<file path="src/design/r2lab_pkg.sv">
`default_nettype none
package r2lab_pkg;

  localparam int R2LAB_FRAC_BITS = 8;
  localparam int LIN_W = 25;
  localparam int COEF_W = 25;
  localparam int PROD_W = 50;
  localparam int XYZ_W = 52;
  localparam int F_W = 22;
  localparam int CBRT_BITS = 21;
  localparam int CBRT_LAT = CBRT_BITS + 1;
  localparam int CUBE_W = 66;
  localparam int LQ_W = 20;

  localparam longint unsigned Q24ONE = 64'd16777216;
  localparam longint unsigned Q24HALF = Q24ONE >> 1;
  localparam logic [XYZ_W-1:0] EPS_Q48 = XYZ_W'((64'd1107 << 48) / 64'd125000);
  localparam logic [29:0] RECIP_1160 = 30'((64'd1099511627776 + 64'd1159) / 64'd1160);

  localparam logic [COEF_W-1:0] MTX [9] = '{
    COEF_W'((64'd4124564 * Q24ONE * 2 + 64'd9504700) / (64'd2 * 64'd9504700)),
    COEF_W'((64'd3575761 * Q24ONE * 2 + 64'd9504700) / (64'd2 * 64'd9504700)),
    COEF_W'((64'd1804375 * Q24ONE * 2 + 64'd9504700) / (64'd2 * 64'd9504700)),
    COEF_W'((64'd2126729 * Q24ONE * 2 + 64'd10000000) / (64'd2 * 64'd10000000)),
    COEF_W'((64'd7151522 * Q24ONE * 2 + 64'd10000000) / (64'd2 * 64'd10000000)),
    COEF_W'((64'd721750 * Q24ONE * 2 + 64'd10000000) / (64'd2 * 64'd10000000)),
    COEF_W'((64'd193339 * Q24ONE * 2 + 64'd10888300) / (64'd2 * 64'd10888300)),
    COEF_W'((64'd1191920 * Q24ONE * 2 + 64'd10888300) / (64'd2 * 64'd10888300)),
    COEF_W'((64'd9503041 * Q24ONE * 2 + 64'd10888300) / (64'd2 * 64'd10888300))
  };

  typedef struct packed {
    logic valid;
    logic last;
  } r2lab_ctl_t;

  function automatic longint unsigned div_u64(input longint unsigned n,
                                              input longint unsigned d);
    longint unsigned q;
    longint unsigned rem;
    q = 64'd0;
    rem = 64'd0;
    for (int b = 63; b >= 0; b--) begin
      rem = {rem[62:0], n[b]};
      if (rem >= d) begin
        rem = rem - d;
        q[b] = 1'b1;
      end
    end
    return q;
  endfunction

  function automatic logic [LIN_W-1:0] lin_val(input int unsigned code);
    longint unsigned vv;
    longint unsigned t;
    longint unsigned s;
    longint unsigned u;
    longint unsigned w;
    longint unsigned w2;
    longint unsigned res;
    int k;
    vv = longint'(code);
    if (vv <= 64'd10) begin
      res = (vv * Q24ONE * 64'd20 + 64'd32946) / 64'd65892;
    end else begin
      t = ((64'd1000 * vv + 64'd14025) * Q24ONE * 64'd2 + 64'd269025) / 64'd538050;
      s = (t * t + Q24HALF) >> 24;
      u = Q24ONE;
      for (k = 0; k < 40; k++) begin
        w = (u * u + Q24HALF) >> 24;
        w2 = (w * w + Q24HALF) >> 24;
        if (w2 == 64'd0) w2 = 64'd1;
        u = (64'd4 * u + div_u64(s << 24, w2)) / 64'd5;
        if (u > Q24ONE) u = Q24ONE;
      end
      res = (s * u + Q24HALF) >> 24;
    end
    return res[LIN_W-1:0];
  endfunction

endpackage
`default_nettype wire

</file>
<file path="src/design/r2lab_out.sv">
`default_nettype none
module r2lab_out
  import r2lab_pkg::*;
#(
  parameter int FRAC_BITS = R2LAB_FRAC_BITS
) (
  input  wire logic           clk,
  input  wire logic           rst,
  input  wire logic [F_W-1:0] fx,
  input  wire logic [F_W-1:0] fy,
  input  wire logic [F_W-1:0] fz,
  input  wire r2lab_ctl_t     ctl_in,
  output logic      [14:0]    lightness,
  output logic      [15:0]    a_star,
  output logic      [15:0]    b_star,
  output r2lab_ctl_t          ctl_out
);

  localparam int SH = 20 - FRAC_BITS;
  localparam logic signed [33:0] HALF = 34'sd1 <<< (SH - 1);
  localparam logic signed [33:0] LMAX = 34'sd100 <<< FRAC_BITS;
  localparam logic signed [33:0] LIM = 34'sd128 <<< FRAC_BITS;

  logic signed [33:0] lv;
  logic signed [33:0] av;
  logic signed [33:0] bv;
  logic signed [33:0] lr;
  logic signed [33:0] ar;
  logic signed [33:0] br;
  logic signed [33:0] lc;
  logic signed [33:0] ac;
  logic signed [33:0] bc;
  r2lab_ctl_t ctl_mid;

  function automatic logic signed [33:0] rshift(input logic signed [33:0] v);
    logic signed [33:0] m;
    if (v >= 0) begin
      m = (v + HALF) >>> SH;
    end else begin
      m = -((-v + HALF) >>> SH);
    end
    return m;
  endfunction

  always_comb begin
    lr = rshift(lv);
    ar = rshift(av);
    br = rshift(bv);
    lc = (lr < 0) ? 34'sd0 : ((lr > LMAX) ? LMAX : lr);
    ac = (ar < -LIM) ? -LIM : ((ar > LIM - 1) ? LIM - 1 : ar);
    bc = (br < -LIM) ? -LIM : ((br > LIM - 1) ? LIM - 1 : br);
  end

  always_ff @(posedge clk) begin
    lv <= 34'sd116 * $signed({12'd0, fy}) - (34'sd16 <<< 20);
    av <= 34'sd500 * ($signed({12'd0, fx}) - $signed({12'd0, fy}));
    bv <= 34'sd200 * ($signed({12'd0, fy}) - $signed({12'd0, fz}));
    lightness <= lc[14:0];
    a_star <= ac[15:0];
    b_star <= bc[15:0];
    if (rst) begin
      ctl_mid <= '0;
      ctl_out <= '0;
    end else begin
      ctl_mid <= ctl_in;
      ctl_out <= ctl_mid;
    end
  end

endmodule
`default_nettype wire

</file>
<file path="config.mk">
export PLATFORM = sky130hd
export DESIGN_NAME = r2lab_out
export DESIGN_NICKNAME = d
export VERILOG_FILES = /design/src/design/r2lab_pkg.sv /design/src/design/r2lab_out.sv
export SDC_FILE = /design/constraint.sdc
export NUM_CORES = 1
export LEC_CHECK = 0
export BUFFER_PORTS_ARGS = -buffer_cell sky130_fd_sc_hd__buf_2
export CAP_MARGIN = 15
export CORE_UTILIZATION = 57
export DETAILED_ROUTE_END_ITERATION = 12
export PLACE_DENSITY_LB_ADDON = 0.05
export SYNTH_ARGS = -nofsm -noshare
export SYNTH_HDL_FRONTEND = slang
export SYNTH_SLANG_ARGS = --single-unit
</file>
<file path="constraint.sdc">
create_clock -name clk -period 21.2 [get_ports clk]
set_clock_uncertainty 0.15 [all_clocks]
set_input_delay 1.06 -clock clk [delete_from_list [all_inputs] [get_ports clk]]
set_output_delay 1.06 -clock clk [all_outputs]
set_load 0.02 [all_outputs]
</file>
==> flow_metrics.tcl <==
set metrics [dict create \
    status "complete, no violations" \
    finalHoldViolCount 0 \
    yosysUniqueCellTypes 84 \
    final.setup.tns_ns 0 \
    synth_edf_count 0 \
    path_max_fanout 6 \
    synth_area_leader_cell "ha_1" \
    post_cts_resized 0 \
    n_antenna_cell 0 \
    fmax_mhz 116.1 \
    max_slew_margin_pct 20.62 \
    seq_area_frac_synth_pct 14.86 \
    grtUsageTotal_pct 25.88 \
    place.port_buffers 118 \
    drt_pass1_iterations 6 \
    netlist_top_cells_area "ha_1, fa_1, dfxtp_1" \
    tightest_slew_ns 1.180 \
    netlist.area_leader.share_pct 17.17 \
    row_count 66 \
    die_h_um 183.2 \
    core_um2 32450 \
    ant_nets 0 \
    max-cap-violations 0 \
    hold_buffers 0 \
    clock_latency_ns 0.45 \
    startpoint_type "input pin" \
    slew_violations 0 \
    critPathArrivalTime_ns 8.80 \
    synth_async_sr_flop_share_pct 0 \
    die-area_um2 33580 \
    syn_area_um2 18720 \
    initial_core_util_pct 57.70 \
    vias 15650 \
    cts_buffer_depth 2 \
    timing.final.crit_share_pct 40.63 \
    tritoncts "built" \
    cpMostUsedCell "inv_1" \
    ys_warn_count 0 \
    grt_pass1_vias 14900 \
    wire_per_inst_um 14.74 \
    clk_pin_slew_ns 0.06 \
    syn_nets 2743 \
    io_pins 119 \
    overflow 0 \
    synth-main-ff-cell "dfxtp_1" \
    max_stage_delay_ns 0.61 \
    finalNetCount 2832 \
    ctsHtreeMaxLevel 4 \
    dr.first_iter.drc_count 925 \
    gp_congestion 0.9220 \
    syn-instance-count 2272 \
    fp.dieW_um 183.2 \
    antenna_found_initial 1 \
    root_buffer "clkbuf_16" \
    worst_slack_ns 12.59 \
    drc 0 \
    synthToLayoutAreaGrowth_pct 8.320 \
    fillers 2985 \
    path_class "in -> reg" \
    avgSynthCellArea_um2 8.241 \
    endpoint_kind "flip-flop" \
    hold_class "reg -> reg" \
    crit_required_ns 21.39 \
    final-setup-viol-count 0 \
    rsz0062_at_grt "no" \
    drive_gt1_share_pct 8.888 \
    dp_hpwl_um 34540 \
    vias_per_cell 5.557 \
    pre_cts_ws_ns 12.18 \
    post-route-min-period_ns 8.614 \
    post_cts_buffers 0 \
    crit_path_top_delay_cell "a2111oi_0" \
    wl_um 41500 \
    clkSinkCount 139 \
    grt_pass1_wl_um 71040 \
    synth-seq-cells 139 \
    numCtsBuffers 17 \
    grt_max_degree 46 \
]
[critical path, delay by kind of cell]
kind                     cells  cell delay [ns]
AO/OA/AOI/OAI               10             2.62
XOR/XNOR                     3             1.01
adder cells (fa/ha/maj)      7             2.75
buffers and inverters        7             0.49
AND/OR/NAND/NOR              4             0.87
[kinds of logic (layout without fill, tap and decap cells)]
group	count (synthesis)	in the layout	synth area share, %
and+or+nand+nor	606	606	16.87
muxes	8	8	0.4410
xor gates and xnor gates	213	213	10.00
buffers and inverters	467	569	9.509
adders and majority gates	402	402	32.62
DFF	139	139	14.86
AOI/OAI and AO/OA	437	437	15.70
[flip-flops by register name (all words and copies together), names as in the netlist]
register / cells
av: 31
lightness: 15
ctl_mid: 2
bv: 29
b_star: 16
ctl_out: 2
a_star: 16
lv: 28
[stage by stage]
stage	cells	util [%]	hold slack, ns	area [um^2]
floorplan	2272	-	0.2638	18720
global placement	2784	60.66	0.2649	19690
detailed placement	2784	60.66	0.2773	19690
CTS	2816	62.50	0.2937	20280
global route	2816	62.50	0.3192	20280
finish	2816	62.50	0.2871	20280
[layout make-up]
cell class | instances | area (um^2) | area share [%]
sequential | 139 | 2783 | 13.72
clock buffer | 17 | 425.4 | 2.097
clock inverter | 15 | 170.2 | 0.8390
inverter | 412 | 1546 | 7.625
multi-input combinational | 1666 | 14160 | 69.82
timing repair buffer | 125 | 643.1 | 3.171
tap | 442 | 553.0 | 2.727
[metal layers]
layer  up-vias  global-route usage [%]  routed length [um]
met5         -                       0                  13
met4         2                   5.467                 519
met3        28                   3.654                1750
met2       339                   40.18               18090
met1      7415                   38.00               21130
li1       7865                       -                   -
[final timing paths]
check	start	endpoint	slack [ns]	depth (start not counted)
min reg2reg	ctl_mid[1]	ctl_out[1]	0.29	1
max	fy[0]	av[32]	12.59	31
min	ctl_mid[1]	ctl_out[1]	0.29	1
max reg2reg	lv[4]	lightness[1]	15.84	11
[cell usage after synthesis (all sizes together), types with 12 or more instances]
master,n
nor2b,23
inv,411
xor2,71
a211oi,18
or4,15
or2,17
fa,144
ha,257
xnor2,142
nand3,73
and2,18
nor2,141
nor4,29
nand2b,22
a31oi,28
and3,20
nand2,106
o21a,29
nor3,62
nand4,20
o21ai,65
a21o,25
clkbuf,45
o31ai,12
dfxtp,139
or3,16
a21oi,141
[cells in the final DEF (no fill, tap or decap), types with 12 or more instances in the layout]
cell type and instances:
nand4_1 20, ha_1 257, xor2_1 71, clkbuf_16 17, o21ai_0 65, or4_1 15
dfxtp_1 139, xnor2_1 141, nand2b_1 22, a31oi_1 27, inv_1 411, a21oi_1 130
nor3_1 61, a211oi_1 18, or3_1 16, and3_1 20, fa_1 144, o21a_1 29
nor2_1 141, nor4_1 25, o31ai_1 12, buf_2 118, or2_2 16, and2_1 18
nand2_1 106, nor2b_1 23, nand3_1 73, a21o_1 24
Power is left out: the tool's default activity adds up to more than one toggle a clock period on the data nets, which glitch-free logic cannot reach.
